$ cat src/design/bat_pkg.sv
package bat_pkg;

	localparam int ID_W     = 16;
	localparam int STATUS_W = 3;
	localparam int TOL_W    = 12;
	localparam int DIMS_W   = 4;
	localparam int DIMI_W   = 3;
	localparam int CFG_IW   = 1;
	localparam int CFG_DW   = 12;

	localparam logic [CFG_IW-1:0] REG_TOLERANCE = 1'd0;
	localparam logic [CFG_IW-1:0] REG_DIMS      = 1'd1;

	localparam logic CMD_ADD    = 1'b0;
	localparam logic CMD_REMOVE = 1'b1;

	localparam logic [STATUS_W-1:0] ST_NEIGHBOR  = 3'd0;
	localparam logic [STATUS_W-1:0] ST_ADDED     = 3'd1;
	localparam logic [STATUS_W-1:0] ST_DUPLICATE = 3'd2;
	localparam logic [STATUS_W-1:0] ST_FULL      = 3'd3;
	localparam logic [STATUS_W-1:0] ST_REMOVED   = 3'd4;
	localparam logic [STATUS_W-1:0] ST_NOT_FOUND = 3'd5;

	localparam logic [TOL_W-1:0]  TOL_RESET  = 12'd4;
	localparam logic [DIMS_W-1:0] DIMS_RESET = 4'd7;

	typedef enum logic [1:0] {
		S_IDLE,
		S_REMOVE,
		S_CHECK,
		S_SCAN
	} state_t;

	// one cell's share of the neighbor scan chain
	typedef struct packed {
		logic            hit;
		logic [ID_W-1:0] id;
	} scan_t;

	// control broadcast to every cell
	typedef struct packed {
		logic store;   // lowest free cell takes the pending box
		logic remove;  // matching cell drops its box
		logic load;    // capture hit flags into the scan chain
		logic shift;   // advance the scan chain by one cell
	} cell_ctrl_t;

endpackage

$ cat src/design/bat_cell.sv
module bat_cell #(
	parameter int MAX_DIMS   = 8,
	parameter int COORD_BITS = 16,
	parameter int NW         = 4
) (
	input  logic                                 clk,
	input  logic                                 arst_n,
	input  bat_pkg::cell_ctrl_t                  ctrl,
	input  logic [bat_pkg::ID_W-1:0]             key_id,
	input  logic [MAX_DIMS-1:0][COORD_BITS-1:0]  new_low,
	input  logic [MAX_DIMS-1:0][COORD_BITS-1:0]  new_high,
	input  logic [NW-1:0]                        n_eff,
	input  logic [bat_pkg::TOL_W-1:0]            tol,
	input  logic                                 none_free_in,
	output logic                                 none_free_out,
	output logic                                 id_match,
	output logic                                 hit_now,
	input  bat_pkg::scan_t                       scan_in,
	output bat_pkg::scan_t                       scan_out
);

	localparam int OW = ((COORD_BITS + 1 > bat_pkg::TOL_W + 1) ?
		COORD_BITS + 1 : bat_pkg::TOL_W + 1) + 1;

	logic                                valid_q;
	logic [bat_pkg::ID_W-1:0]            id_q;
	logic [MAX_DIMS-1:0][COORD_BITS-1:0] low_q;
	logic [MAX_DIMS-1:0][COORD_BITS-1:0] high_q;
	bat_pkg::scan_t                      scan_q;
	logic                                take;
	logic                                touch;

	assign take          = none_free_in & ~valid_q;
	assign none_free_out = none_free_in & valid_q;
	assign id_match      = valid_q && (id_q == key_id);
	assign hit_now       = valid_q & touch;
	assign scan_out      = scan_q;

	// dimensions in use side by side: any far-apart axis rejects, else any close one touches
	always_comb begin
		logic signed [COORD_BITS-1:0] hi;
		logic signed [COORD_BITS-1:0] lo;
		logic signed [OW-1:0]         ov;
		logic signed [OW-1:0]         tol_x;
		logic                         apart;
		logic                         close;
		apart = 1'b0;
		close = 1'b0;
		tol_x = signed'(OW'(tol));
		for (int d = 0; d < MAX_DIMS; d++) begin
			hi = ($signed(new_high[d]) < $signed(high_q[d])) ? new_high[d] : high_q[d];
			lo = ($signed(new_low[d]) > $signed(low_q[d])) ? new_low[d] : low_q[d];
			ov = OW'(hi) - OW'(lo);
			if (d < int'(n_eff)) begin
				if (ov < -tol_x) apart = 1'b1;
				if (ov <= tol_x) close = 1'b1;
			end
		end
		touch = close & ~apart;
	end

	always_ff @(posedge clk or negedge arst_n) begin
		if (!arst_n) begin
			valid_q <= 1'b0;
		end else if (ctrl.store && take) begin
			valid_q <= 1'b1;
		end else if (ctrl.remove && id_match) begin
			valid_q <= 1'b0;
		end
	end

	always_ff @(posedge clk) begin
		if (ctrl.store && take) begin
			id_q   <= key_id;
			low_q  <= new_low;
			high_q <= new_high;
		end
	end

	always_ff @(posedge clk or negedge arst_n) begin
		if (!arst_n) begin
			scan_q <= '0;
		end else if (ctrl.load) begin
			scan_q.hit <= hit_now;
			scan_q.id  <= id_q;
		end else if (ctrl.shift) begin
			scan_q <= scan_in;
		end
	end

endmodule
$ cat config.mk
export PLATFORM = sky130hd
export DESIGN_NAME = bat_cell
export DESIGN_NICKNAME = d
export VERILOG_FILES = /design/src/design/bat_pkg.sv /design/src/design/bat_cell.sv
export SDC_FILE = /design/constraint.sdc
export NUM_CORES = 1
export LEC_CHECK = 0
export ABC_AREA = 1
export BUFFER_PORTS_ARGS = -buffer_cell sky130_fd_sc_hd__buf_2
export CORE_UTILIZATION = 30
export DETAILED_ROUTE_END_ITERATION = 10
export PLACE_DENSITY = 0.53
export SLEW_MARGIN = 25
export SYNTH_ARGS = -nofsm -noshare
export SYNTH_HDL_FRONTEND = slang
export SYNTH_SLANG_ARGS = --single-unit
export TNS_END_PERCENT = 5
$ cat constraint.sdc
create_clock -name clk -period 17.35 [get_ports clk]
set_input_delay 0.8675 -clock clk [delete_from_list [all_inputs] [get_ports clk]]
set_output_delay 0.8675 -clock clk [all_outputs]
set_load 0.005 [all_outputs]
==> results_dict.tcl <==
set metrics [dict create \
    area_growth_syn_to_layout_pct 16.0 \
    fmax_mhz 125 \
    total_power_mw 2.98 \
    pin_count 332 \
    switching_share_pct 39.9 \
    combPwrFrac_pct 45.2 \
    drive_gt1_share_pct 11.0 \
    hold_path.class "in -> async" \
    max_cap_viol_count 0 \
    totalWireLength_um 91600 \
    wl_per_cell_um 16.6 \
    maxSlewHeadroom_pct 27.8 \
    postRouteAntennaNets 0 \
    grt_pass1_vias 25159 \
    cp_max_fo 18 \
    postCtsSetupBuffers 0 \
    cts_hold_buf 0 \
    synth_edf_count 272 \
    grt_pass1_wl_um 141000 \
    cp-startpoint "new_high[97]" \
    fp.dieH_um 318 \
    cts-root-buf "clkbuf_16" \
    pwr-share-seq_pct 25.9 \
    internal_power_mw 1.79 \
    synth_cells 3841 \
    vias 26509 \
    reg2reg_depth 36 \
    clkLatencyLatePin_ps 600 \
    synth_nets 4770 \
    switchingPower_mw 1.19 \
    powerDensity_mw_per_mm2 85.4 \
    synthTopCellsByCount "nand2_1 (856), ha_1 (609), inv_1 (526)" \
    path_clk_slew_ps 60 \
    rows 115 \
    drtIter0Drc 1621 \
    cpMostUsedCell "nand2_1" \
    dp.cells 5434 \
    yosys.area.top_type "edfxtp_1" \
    htree_levels 2 \
    dieArea_mm2 0.101 \
    first_pass_iters 8 \
    die_w_um 318 \
    cts_resized 0 \
    synthTopCellsByArea "edfxtp_1 (27%), ha_1 (25%), nand2_1 (11%)" \
    power_frac_clock_pct 29.0 \
    drc 0 \
    clock-sinks 290 \
    r2r-end "scan_out[16]$_DFFE_PN0P_" \
    portBuffers 331 \
    setup_slack_ps 9360 \
    finish.net_count 5119 \
    grt_antenna_before_repair 22 \
    cts_tree "yes" \
    setup_viol 0 \
    ys_seq_area_share_pct 28.7 \
    path_class "in -> out" \
    clock_skew_ps 19.1 \
    coreArea_mm2 0.0989 \
    yosys_register_bits 290 \
    max_slew.worst_pin.slew_ps 1080 \
    critical-path-max-stage-delay_ps 680 \
    start_util_pct 30.4 \
    grt_max_degree 69 \
    clockBufferDepth 3 \
    place_congestion 0.852 \
    ys_async_sr_fraction_pct 6.21 \
    drv_slew 0 \
    fin_hold_ws_ps 206 \
    r2r_slack_ps 10900 \
    synth_flop_cell "edfxtp_1" \
    pre_cts_ws_ps 9250 \
    dp_hpwl_um 73500 \
    start_kind "input port" \
    final_cells 5521 \
    status "completed" \
    cts_buffers 41 \
    placed_area_mm2 0.0334 \
    cp-end-kind "output pin" \
    leakagePower_nw 17.2 \
    r2r_start "high_q[97]$_DFFE_PP_" \
    arrival_ps 7120 \
    yosys.area.top_type_share_pct 27.2 \
    cp_data_required_time_ps 16480 \
    fin_tns_setup_ps 0 \
    hold_viol 0 \
    irDropWorstVdd_v 0.0000630 \
    grt_use_total_pct 17.9 \
    critPathCapture "hit_now" \
    syn_area_per_cell_um2 7.82 \
    period_share_pct 46.1 \
    fin_area_mm2 0.0348 \
    syn_area_mm2 0.0300 \
    final_util_pct 35.2 \
    grt.overflow.total 0 \
    n_fill_cell 10333 \
    via_per_inst 4.80 \
    period_needed_ps 7990 \
    yosysWarnings 0 \
    slowest_stage "nor3_1" \
    yosys.cell_count.top_type "nand2_1" \
    yosysUniqueCellTypes 56 \
    rsz0062_at_grt "false" \
]
-- final cells by class --
cell class	instances	area (um^2)	area share [%]
diodes	12	30.0	0.0862
clock buffers	56	1150	3.32
clock inverters	19	193	0.553
inverters	529	1990	5.70
multi-input cells	2971	19400	55.7
flip-flops and latches	290	8620	24.7
well taps	1287	1610	4.62
repair buffers	357	1850	5.32
-- kinds of logic after synthesis --
| group | count (synthesis) | synth area share, % |
|---|---|---|
| buffers and inverters | 580 | 7.34 |
| AND/OR/NAND/NOR | 1394 | 19.0 |
| AO/OA/AOI/OAI | 836 | 15.3 |
| flip-flops | 290 | 28.7 |
| adder cells (fa/ha/maj) | 617 | 25.9 |
| XOR/XNOR | 124 | 3.74 |
-- critical path, delay by kind of cell --
family | cells | cell delay, ps
simple gates | 15 | 2040
xor+xnor | 3 | 880
buf+inv | 7 | 860
fa+ha+maj | 4 | 1260
compound gates | 8 | 1190
-- state kept, by name, summed over array words and instances (netlist names) --
name,flops
low_q,128
valid_q,1
scan_out,17
id_q,16
high_q,128
-- cell usage in the layout, fill, tap and decap left out, drive strengths merged, types with 4 or more instances in the layout --
| cell type | instances |
|---|---|
| nor3 | 52 |
| dfrtp | 18 |
| clkinv | 15 |
| o21ai | 309 |
| inv | 528 |
| o22ai | 21 |
| xor2 | 102 |
| a21o | 24 |
| or2 | 4 |
| buf | 357 |
| nand3 | 152 |
| fa | 8 |
| nand3b | 5 |
| a31oi | 5 |
| o211ai | 20 |
| o21bai | 12 |
| nor2 | 262 |
| a21oi | 376 |
| a21boi | 6 |
| nand4 | 44 |
| xnor2 | 22 |
| a211oi | 10 |
| bufinv | 4 |
| o21a | 12 |
| diode | 12 |
| nor4 | 5 |
| o221ai | 8 |
| edfxtp | 272 |
| nand2 | 864 |
| ha | 609 |
| o31ai | 9 |
| clkbuf | 56 |
| o2111ai | 9 |
-- power groups by stage --
| stage | registers, mW | logic (mW) | clock network (mW) |
|---|---|---|---|
| 4_1_cts | 0.770 | 1.35 | 0.894 |
| 3_3_place_gp | 0.784 | 1.32 | 0 |
| 2_1_floorplan | 0.785 | 0.963 | 0 |
| 3_5_place_dp | 0.784 | 1.34 | 0 |
| 5_1_grt | 0.770 | 1.55 | 0.917 |
| 6_report | 0.770 | 1.34 | 0.862 |
-- how the worst min path moves through the flow --
| stage | start | endpoint | slack [ps] | cells after the start |
|---|---|---|---|---|
| final | arst_n | scan_out[7]$_DFFE_PN0P_ | 210 | 1 |
| after floorplan | scan_out[10]$_DFFE_PN0P_ | scan_out[10]$_DFFE_PN0P_ | 510 | 2 |
| after CTS | arst_n | scan_out[10]$_DFFE_PN0P_ | 170 | 1 |
| after detailed placement | scan_out[9]$_DFFE_PN0P_ | scan_out[9]$_DFFE_PN0P_ | 490 | 2 |
| after global routing | arst_n | scan_out[4]$_DFFE_PN0P_ | 210 | 1 |
| after global placement | scan_out[6]$_DFFE_PN0P_ | scan_out[6]$_DFFE_PN0P_ | 490 | 2 |
-- per-layer routing --
metal  GRT usage (%)  wire, um
met3            3.32      4540
met2            28.9     41400
met5               0       131
met4            4.57      1810
met1            24.3     43800
Note: power is estimated with default switching activity, not from simulation.
